### src/hw/rtl/mqsb_pkg.sv
`timescale 1ns / 1ps
// ----------------------------------------------------------------------------
// mqsb_pkg: shared definitions for the multi-queue shared buffer
// Sizes, slot encoding, request and response formats, and the command and
// status groups between the controller and the datapath.
// ----------------------------------------------------------------------------
package mqsb_pkg;

  // Store geometry.
  localparam int SLOTS       = 16;
  localparam int QUEUES      = 4;
  localparam int DATA_WIDTH  = 32;

  // A slot number holds 0..SLOTS, where SLOTS itself means "no slot".
  localparam int SLOT_W      = $clog2(SLOTS + 1);
  localparam int SLOT_IDX_W  = $clog2(SLOTS);
  localparam int QUEUE_IDX_W = (QUEUES > 1) ? $clog2(QUEUES) : 1;

  localparam logic [SLOT_W-1:0] NONE_SLOT = SLOT_W'(SLOTS);

  // Request opcodes.
  localparam logic CMD_ENQ = 1'b0;
  localparam logic CMD_DEQ = 1'b1;

  // Response status codes.
  localparam logic [1:0] ST_OK    = 2'd0;
  localparam logic [1:0] ST_FULL  = 2'd1;
  localparam logic [1:0] ST_EMPTY = 2'd2;

  typedef struct packed {
    logic               cmd;
    logic [1:0]         queue_id;
    logic signed [31:0] data_in;
  } req_t;

  typedef struct packed {
    logic signed [31:0] data_out;
    logic [1:0]         status;
  } rsp_t;

  // Controller to datapath.
  typedef struct packed {
    logic init_wr;  // write one free-list link during the clearing pass
    logic accept;   // take the request and issue the memory reads
    logic commit;   // finish the request and load the response register
  } dp_cmd_t;

  // Datapath to controller.
  typedef struct packed {
    logic init_last;  // the clearing pass is at its last slot
    logic out_free;   // the response register can take a new response
  } dp_status_t;

  // True when a slot number points at a real slot.
  function automatic logic is_slot(input logic [SLOT_W-1:0] s);
    return s < SLOT_W'(SLOTS);
  endfunction

  // Reduce a queue number modulo QUEUES by repeated subtraction.
  function automatic logic [QUEUE_IDX_W-1:0] queue_sel(input logic [1:0] id);
    logic [8:0] r;
    r = 9'(id);
    for (int i = 0; i < 4; i++) begin
      if (r >= 9'(QUEUES)) begin
        r = r - 9'(QUEUES);
      end
    end
    return QUEUE_IDX_W'(r);
  endfunction

endpackage

### src/hw/rtl/multi_queue_shared_buffer.sv
`timescale 1ns / 1ps
// ----------------------------------------------------------------------------
// multi_queue_shared_buffer: several FIFO queues in one shared slot store
// Queues are linked lists of slots; unused slots form a free list.
// ----------------------------------------------------------------------------
// Usage:
//   The request channel (req_valid, req_ready, req) carries an enqueue of
//   data_in to queue queue_id, or a dequeue from queue queue_id. Every request
//   yields one response on (rsp_valid, rsp_ready, rsp): the dequeued word and
//   a status of ok, store full (enqueue) or queue empty (dequeue).
//   A request is taken in the cycle its memory reads are issued and finished
//   in its commit step, which loads the response register; the block takes
//   no new request until the last one is finished. That comes from the
//   read followed by the write of the link RAM for each request.
//   After reset a clearing pass, one link per slot, writes the free
//   list into the link RAM; req_ready stays low until it is done.
//   The response sits in an output register. When the receiver stalls, the
//   next request is still taken and its reads done, and it waits in its
//   commit step until the response register is free.
// ----------------------------------------------------------------------------
module multi_queue_shared_buffer (
  input  logic           clk,
  input  logic           rst,
  input  logic           req_valid,
  output logic           req_ready,
  input  mqsb_pkg::req_t req,
  output logic           rsp_valid,
  input  logic           rsp_ready,
  output mqsb_pkg::rsp_t rsp
);

  mqsb_pkg::dp_cmd_t    dp_cmd;
  mqsb_pkg::dp_status_t dp_stat;

  // Sequencer.
  mqsb_ctrl u_ctrl (
    .clk       (clk),
    .rst       (rst),
    .req_valid (req_valid),
    .req_ready (req_ready),
    .stat      (dp_stat),
    .cmd       (dp_cmd)
  );

  // Pointers, stores and response register.
  mqsb_datapath u_datapath (
    .clk       (clk),
    .rst       (rst),
    .cmd       (dp_cmd),
    .stat      (dp_stat),
    .req       (req),
    .rsp_valid (rsp_valid),
    .rsp_ready (rsp_ready),
    .rsp       (rsp)
  );

endmodule

### src/hw/rtl/mqsb_ram.sv
`timescale 1ns / 1ps
// ----------------------------------------------------------------------------
// mqsb_ram: generic simple dual-port RAM
// One write port and one read port; the read data is registered and holds
// its value while no read is enabled.
// ----------------------------------------------------------------------------
module mqsb_ram #(
  parameter int WIDTH = 8,
  parameter int DEPTH = 16
) (
  input  logic                     clk,
  input  logic                     wr_en,
  input  logic [$clog2(DEPTH)-1:0] wr_addr,
  input  logic [WIDTH-1:0]         wr_data,
  input  logic                     rd_en,
  input  logic [$clog2(DEPTH)-1:0] rd_addr,
  output logic [WIDTH-1:0]         rd_data
);

  logic [WIDTH-1:0] mem [DEPTH];

  // Write port.
  always_ff @(posedge clk) begin
    if (wr_en) begin
      mem[wr_addr] <= wr_data;
    end
  end

  // Registered read port.
  always_ff @(posedge clk) begin
    if (rd_en) begin
      rd_data <= mem[rd_addr];
    end
  end

endmodule

### src/hw/rtl/mqsb_datapath.sv
`timescale 1ns / 1ps
// ----------------------------------------------------------------------------
// mqsb_datapath: queue pointers, link and data stores, response register
// Holds the head and tail of every queue and the free-list head, drives the
// link and data RAMs, and builds the response of each request.
// ----------------------------------------------------------------------------
module mqsb_datapath (
  input  logic                   clk,
  input  logic                   rst,
  input  mqsb_pkg::dp_cmd_t      cmd,
  output mqsb_pkg::dp_status_t   stat,
  input  mqsb_pkg::req_t         req,
  output logic                   rsp_valid,
  input  logic                   rsp_ready,
  output mqsb_pkg::rsp_t         rsp
);

  // Queue pointers and free-list head.
  logic [mqsb_pkg::SLOT_W-1:0] head_slot [mqsb_pkg::QUEUES];
  logic [mqsb_pkg::SLOT_W-1:0] tail_slot [mqsb_pkg::QUEUES];
  logic [mqsb_pkg::SLOT_W-1:0] free_head;

  // Clearing-pass counter.
  logic [mqsb_pkg::SLOT_IDX_W-1:0] init_cnt;

  // The request in flight.
  logic                             cur_cmd;
  logic [mqsb_pkg::QUEUE_IDX_W-1:0] cur_q;
  logic [mqsb_pkg::SLOT_W-1:0]      cur_slot;
  logic                             cur_ok;

  // Decode of the incoming request.
  logic [mqsb_pkg::QUEUE_IDX_W-1:0] req_q;
  logic [mqsb_pkg::SLOT_W-1:0]      req_head;
  logic [mqsb_pkg::SLOT_W-1:0]      req_tail;
  logic [mqsb_pkg::SLOT_W-1:0]      req_slot;
  logic                             req_ok;
  logic [mqsb_pkg::SLOT_IDX_W-1:0]  req_idx;

  // RAM ports.
  logic                             link_wr_en;
  logic [mqsb_pkg::SLOT_IDX_W-1:0]  link_wr_addr;
  logic [mqsb_pkg::SLOT_W-1:0]      link_wr_data;
  logic                             link_rd_en;
  logic [mqsb_pkg::SLOT_W-1:0]      link_rd_data;
  logic                             data_wr_en;
  logic                             data_rd_en;
  logic [mqsb_pkg::DATA_WIDTH-1:0]  data_wr_word;
  logic [mqsb_pkg::DATA_WIDTH-1:0]  data_rd_data;
  logic [63:0]                      word_in64;
  logic [63:0]                      word_out64;

  // Request decode: an enqueue works on the free-list head, a dequeue on the
  // queue head.
  always_comb begin
    req_q    = mqsb_pkg::queue_sel(req.queue_id);
    req_head = head_slot[req_q];
    req_tail = tail_slot[req_q];
    req_slot = (req.cmd == mqsb_pkg::CMD_ENQ) ? free_head : req_head;
    req_ok   = mqsb_pkg::is_slot(req_slot);
    req_idx  = req_slot[mqsb_pkg::SLOT_IDX_W-1:0];
  end

  // Link RAM write port: clearing pass, tail link on accept, or the link of
  // the moved slot on commit.
  always_comb begin
    link_wr_en   = 1'b0;
    link_wr_addr = '0;
    link_wr_data = '0;
    if (cmd.init_wr) begin
      link_wr_en   = 1'b1;
      link_wr_addr = init_cnt;
      link_wr_data = mqsb_pkg::SLOT_W'(init_cnt) + mqsb_pkg::SLOT_W'(1);
    end else if (cmd.accept && req.cmd == mqsb_pkg::CMD_ENQ && req_ok &&
                 mqsb_pkg::is_slot(req_head) && mqsb_pkg::is_slot(req_tail)) begin
      link_wr_en   = 1'b1;
      link_wr_addr = req_tail[mqsb_pkg::SLOT_IDX_W-1:0];
      link_wr_data = free_head;
    end else if (cmd.commit && cur_ok) begin
      link_wr_en   = 1'b1;
      link_wr_addr = cur_slot[mqsb_pkg::SLOT_IDX_W-1:0];
      link_wr_data = (cur_cmd == mqsb_pkg::CMD_ENQ) ? mqsb_pkg::NONE_SLOT : free_head;
    end
  end

  // Reads happen in the accept cycle; the data word is written then too.
  assign link_rd_en   = cmd.accept && req_ok;
  assign data_wr_en   = cmd.accept && req_ok && (req.cmd == mqsb_pkg::CMD_ENQ);
  assign data_rd_en   = cmd.accept && req_ok && (req.cmd == mqsb_pkg::CMD_DEQ);
  assign word_in64    = {32'd0, req.data_in};
  assign data_wr_word = word_in64[mqsb_pkg::DATA_WIDTH-1:0];
  assign word_out64   = 64'(data_rd_data);

  mqsb_ram #(
    .WIDTH (mqsb_pkg::SLOT_W),
    .DEPTH (mqsb_pkg::SLOTS)
  ) u_link_ram (
    .clk     (clk),
    .wr_en   (link_wr_en),
    .wr_addr (link_wr_addr),
    .wr_data (link_wr_data),
    .rd_en   (link_rd_en),
    .rd_addr (req_idx),
    .rd_data (link_rd_data)
  );

  mqsb_ram #(
    .WIDTH (mqsb_pkg::DATA_WIDTH),
    .DEPTH (mqsb_pkg::SLOTS)
  ) u_data_ram (
    .clk     (clk),
    .wr_en   (data_wr_en),
    .wr_addr (req_idx),
    .wr_data (data_wr_word),
    .rd_en   (data_rd_en),
    .rd_addr (req_idx),
    .rd_data (data_rd_data)
  );

  // Clearing-pass counter.
  always_ff @(posedge clk) begin
    if (rst) begin
      init_cnt <= '0;
    end else if (cmd.init_wr) begin
      init_cnt <= init_cnt + mqsb_pkg::SLOT_IDX_W'(1);
    end
  end

  // Capture the request in flight.
  always_ff @(posedge clk) begin
    if (cmd.accept) begin
      cur_cmd  <= req.cmd;
      cur_q    <= req_q;
      cur_slot <= req_slot;
      cur_ok   <= req_ok;
    end
  end

  // Pointer update on commit of a successful request.
  always_ff @(posedge clk) begin
    if (rst) begin
      for (int i = 0; i < mqsb_pkg::QUEUES; i++) begin
        head_slot[i] <= mqsb_pkg::NONE_SLOT;
        tail_slot[i] <= mqsb_pkg::NONE_SLOT;
      end
      free_head <= '0;
    end else if (cmd.commit && cur_ok) begin
      if (cur_cmd == mqsb_pkg::CMD_ENQ) begin
        free_head <= link_rd_data;
        if (!mqsb_pkg::is_slot(head_slot[cur_q])) begin
          head_slot[cur_q] <= cur_slot;
        end
        tail_slot[cur_q] <= cur_slot;
      end else begin
        head_slot[cur_q] <= link_rd_data;
        free_head        <= cur_slot;
      end
    end
  end

  // Response register.
  always_ff @(posedge clk) begin
    if (rst) begin
      rsp_valid <= 1'b0;
    end else if (cmd.commit) begin
      rsp_valid <= 1'b1;
    end else if (rsp_ready) begin
      rsp_valid <= 1'b0;
    end
  end

  always_ff @(posedge clk) begin
    if (cmd.commit) begin
      rsp.data_out <= (cur_cmd == mqsb_pkg::CMD_DEQ && cur_ok) ? word_out64[31:0] : 32'd0;
      if (cur_ok) begin
        rsp.status <= mqsb_pkg::ST_OK;
      end else if (cur_cmd == mqsb_pkg::CMD_ENQ) begin
        rsp.status <= mqsb_pkg::ST_FULL;
      end else begin
        rsp.status <= mqsb_pkg::ST_EMPTY;
      end
    end
  end

  // Status toward the controller.
  assign stat.init_last = (init_cnt == mqsb_pkg::SLOT_IDX_W'(mqsb_pkg::SLOTS - 1));
  assign stat.out_free  = !rsp_valid || rsp_ready;

`ifndef SYNTH
  // A commit always leaves a response waiting.
  a_commit_loads_rsp: assert property (@(posedge clk) disable iff (rst)
    cmd.commit |=> rsp_valid)
    else $error("commit did not load the response register");

  // A successful enqueue leaves its queue non-empty.
  a_enq_fills_queue: assert property (@(posedge clk) disable iff (rst)
    cmd.commit && cur_ok && cur_cmd == mqsb_pkg::CMD_ENQ |=>
      mqsb_pkg::is_slot(head_slot[$past(cur_q)]))
    else $error("queue head empty after a successful enqueue");
`endif

endmodule

### src/hw/rtl/mqsb_ctrl.sv
`timescale 1ns / 1ps
// ----------------------------------------------------------------------------
// mqsb_ctrl: sequencer for the multi-queue shared buffer
// Runs the free-list clearing pass after reset, then takes one request at a
// time through its read cycle and its commit step.
// ----------------------------------------------------------------------------
module mqsb_ctrl (
  input  logic                 clk,
  input  logic                 rst,
  input  logic                 req_valid,
  output logic                 req_ready,
  input  mqsb_pkg::dp_status_t stat,
  output mqsb_pkg::dp_cmd_t    cmd
);

  typedef enum logic [2:0] {
    S_INIT   = 3'b001,
    S_IDLE   = 3'b010,
    S_FINISH = 3'b100
  } state_t;

  state_t state;
  state_t state_next;

  // Next-state logic.
  always_comb begin
    state_next = state;
    case (state)
      S_INIT: begin
        if (stat.init_last) begin
          state_next = S_IDLE;
        end
      end
      S_IDLE: begin
        if (req_valid) begin
          state_next = S_FINISH;
        end
      end
      S_FINISH: begin
        if (stat.out_free) begin
          state_next = S_IDLE;
        end
      end
      default: begin
        state_next = S_INIT;
      end
    endcase
  end

  always_ff @(posedge clk) begin
    if (rst) begin
      state <= S_INIT;
    end else begin
      state <= state_next;
    end
  end

  // Commands to the datapath.
  assign req_ready   = (state == S_IDLE);
  assign cmd.init_wr = (state == S_INIT);
  assign cmd.accept  = (state == S_IDLE) && req_valid;
  assign cmd.commit  = (state == S_FINISH) && stat.out_free;

`ifndef SYNTH
  // An accepted request is finished before another is taken.
  a_accept_to_finish: assert property (@(posedge clk) disable iff (rst)
    cmd.accept |=> state == S_FINISH)
    else $error("accepted request did not move to the commit step");

  // A commit returns the sequencer to idle.
  a_commit_to_idle: assert property (@(posedge clk) disable iff (rst)
    cmd.commit |=> state == S_IDLE)
    else $error("commit did not return to idle");

  // The clearing pass never restarts outside reset.
  a_no_reinit: assert property (@(posedge clk) disable iff (rst)
    state != S_INIT |=> state != S_INIT)
    else $error("clearing pass restarted without reset");
`endif

endmodule

### config.mk
export PLATFORM = sky130hd
export DESIGN_NAME = multi_queue_shared_buffer
export DESIGN_NICKNAME = d
export VERILOG_FILES = /design/src/hw/rtl/mqsb_pkg.sv /design/src/hw/rtl/multi_queue_shared_buffer.sv /design/src/hw/rtl/mqsb_ram.sv /design/src/hw/rtl/mqsb_datapath.sv /design/src/hw/rtl/mqsb_ctrl.sv
export SDC_FILE = /design/constraint.sdc
export NUM_CORES = 1
export LEC_CHECK = 0
export BUFFER_PORTS_ARGS = -buffer_cell sky130_fd_sc_hd__clkbuf_2
export CORE_MARGIN = 5
export CORE_UTILIZATION = 30
export CTS_CLUSTER_SIZE = 14
export DETAILED_ROUTE_END_ITERATION = 8
export PLACE_DENSITY = 0.53
export SLEW_MARGIN = 10
export SYNTH_ARGS = -nofsm -noshare
export SYNTH_HDL_FRONTEND = slang
export SYNTH_SLANG_ARGS = --single-unit
### constraint.sdc
create_clock -name clk -period 5.4 [get_ports clk]
set_input_delay 1.08 -clock clk [delete_from_list [all_inputs] [get_ports clk]]
set_output_delay 1.08 -clock clk [all_outputs]
set_load 0.02 [all_outputs]
==> impl_metrics.json <==
{
  "status": "finished clean",
  "ir_drop_mv": 0.236,
  "synth_fp_nets": 1972,
  "crit_slowest_cell": "nor2_4",
  "cts-hold-fix-buffers": 0,
  "grt_pass1_wl_um": 105000,
  "post-cts-setup-buffers": 0,
  "rsz0062_at_grt": "false",
  "ys_ff_latch": 727,
  "syn-instance-count": 1932,
  "worst_clock_skew_ns": 0.0188,
  "clockBufferDepth": 3,
  "power.internal_uw": 9520,
  "routed_via_density": 4.96,
  "layout_commonest_cell": "edfxtp_1",
  "grt_max_degree": 195,
  "pwr-share-comb": 0.058,
  "clockPowerShare": 0.421,
  "hold_viol_final": 0,
  "power.share.switching": 0.220,
  "setup_viol": 0,
  "ys.flop_type": "edfxtp_1",
  "synth_warnings": 0,
  "tns_ns": 0,
  "cts_root_buf": "clkbuf_16",
  "wire_per_inst_um": 21.1,
  "pin_count": 75,
  "drcViolationCount": 0,
  "drt_iter0_drc": 1371,
  "fillers": 8991,
  "start_util": 0.303,
  "startpoint_type": "input port",
  "ctsHtreeMaxLevel": 3,
  "drive_gt1_frac": 0.128,
  "port_buffers": 74,
  "seq_area_sq_mm": 0.0217,
  "antenna_found_initial": 6,
  "leakage_uw": 0.0106,
  "cts-buffers-inserted": 75,
  "min_period_over_period": 0.675,
  "fin_nets": 2034,
  "multi_input_area_sq_mm": 0.00627,
  "clk_pin_slew_worst_paths_ns": 0.06,
  "hpwl_um": 40700,
  "cts_tree": "yes",
  "area_delta_synth_final_pct": 15.6,
  "power_density_mw_per_mm2": 371,
  "place_ws_ns": 1.09,
  "pwr-share-seq": 0.521,
  "avgSynthCellArea_sq_um": 14.7,
  "synth_enable_flop_cells": 712,
  "fp.dieW_um": 318,
  "seq_area_frac_synth": 0.763,
  "gp_congestion": 0.779,
  "grt.total_usage": 0.134,
  "insertion_delay_ns": 0.62,
  "drv_slew": 0,
  "final_cell_mix": "edfxtp_1 (712), nand2_1 (401), a21oi_1 (213), a32oi_1 (93), clkbuf_16 (77)",
  "relSlewSlack": 0.319,
  "cap_violations": 0,
  "ys_types": 50,
  "clock-sinks": 727,
  "period_minus_slack_ns": 3.65,
  "grt_pass1_vias": 16400,
  "ant_nets": 0,
  "vias": 16400,
  "dr.pass1.iters": 5,
  "grt_remaining_overflow": 0,
  "worst_slack_ns": 1.75,
  "detail_route.wirelength_um": 69900,
  "cts_resized": 0,
  "crit_type": "input port to flop",
  "max_freq_mhz": 274,
  "crit_path_end_kind": "flop",
  "fp.dieH_um": 318,
  "die_area_sq_mm": 0.101,
  "cp_data_required_time_ns": 5.72,
  "syn_area_sq_mm": 0.0284,
  "worstPathMaxFanout": 25,
  "worstHoldPathType": "flop to flop",
  "crit_chain": "clkbuf_2, or4bb_1, nor4_1, nand2_1, nor2_4, buf_4",
  "worst_pin_slew_ns": 1.02,
  "slowest_delay_ns": 0.76,
  "async_flop_share": 0,
  "core-area_sq_mm": 0.0936,
  "arrival_ns": 3.97,
  "num_rows": 112,
  "switchingPower_uw": 2680
}
[metal layers]
metal / up-vias / share of wire / GRT usage
li1: 7527 / - / -
met1: 8372 / 0.44 / 0.179
met2: 410 / 0.49 / 0.224
met3: 92 / 0.047 / 0.0211
met4: 4 / 0.025 / 0.0433
met5: - / 0.00039 / 0
[cells in the mapped netlist, drive strengths merged (14+ instances only)]
| cell type | n | area share |
|---|---|---|
| a21oi | 215 | 0.038 |
| a221oi | 60 | 0.018 |
| a22oi | 17 | 0.0045 |
| a32oi | 93 | 0.029 |
| and3 | 33 | 0.0073 |
| buf | 70 | 0.012 |
| clkbuf | 61 | 0.0081 |
| dfxtp | 15 | 0.011 |
| edfxtp | 712 | 0.75 |
| inv | 18 | 0.0024 |
| mux2i | 65 | 0.023 |
| nand2 | 403 | 0.053 |
| nor2 | 69 | 0.0091 |
| nor2b | 14 | 0.0031 |
[logic make-up (layout without fill, tap and decap cells)]
kind of cell,after synthesis,in the layout,synth area share
flops,727,727,0.763
simple gates,560,560,0.0821
compound gates,412,412,0.0965
buf+inv,149,270,0.0227
mux,79,79,0.0337
xor+xnor,4,4,0.00123
fa+ha+maj,1,1,0.000440
other cells,0,1,0
[through the flow]
stage | std cells | cell area [sq um] | util | power [uW] | hold WS, ns
6_report | 3308 | 32800 | 0.351 | 12200 | 0.506
3_5_place_dp | 3171 | 30400 | 0.325 | 7190 | 0.498
4_1_cts | 3307 | 32800 | 0.351 | 12300 | 0.506
5_1_grt | 3307 | 32800 | 0.351 | 12600 | 0.524
3_3_place_gp | 3171 | 30400 | 0.325 | 7180 | 0.483
2_1_floorplan | 1932 | 28400 | - | 6910 | 0.466
[worst max-delay path, delay by kind of cell]
kind                   cells  cell delay [ns]
and+or+nand+nor            4             2.43
buffers and inverters      2             0.43
[cell type report]
type,count,share of cell area
Multi-Input combinational cell,1056,0.191
Timing Repair Buffer,116,0.0243
Inverter,18,0.00229
Sequential cell,727,0.660
Clock buffer,91,0.0609
Antenna cell,1,0.0000762
Clock inverter,45,0.0136
Tap cell,1254,0.0478
[sequential cells by signal, summed over array words and instances, names as in the netlist, 2 cells and up, named ones only]
signal,flops
u_ctrl.state,3
u_datapath.cur_q,2
u_datapath.u_data_ram.mem,512
u_datapath.cur_slot,5
u_datapath.tail_slot,20
u_datapath.free_head,5
u_datapath.u_link_ram.rd_data,5
u_datapath.u_link_ram.mem,80
u_datapath.head_slot,20
u_datapath.u_data_ram.rd_data,32
u_datapath.rsp,34
u_datapath.init_cnt,4
[power groups by stage]
stage / clock [uW] / sequential (uW) / combinational, uW
2_1_floorplan: 0 / 6470 / 441
3_3_place_gp: 0 / 6480 / 701
3_5_place_dp: 0 / 6480 / 709
4_1_cts: 5270 / 6360 / 712
5_1_grt: 5500 / 6360 / 775
6_report: 5140 / 6360 / 702
[final timing paths]
path,depth (start not counted),from,end,slack [ns]
min reg2reg,2,u_datapath.init_cnt[1],u_datapath.init_cnt[1],0.51
max,6,req_valid,u_datapath.u_data_ram.mem[12][31],1.75
min,2,u_datapath.init_cnt[1],u_datapath.init_cnt[1],0.51
max reg2reg,5,u_ctrl.state[0],u_datapath.u_data_ram.mem[12][31],1.94
No activity file was read; power rests on OpenSTA's default activity.
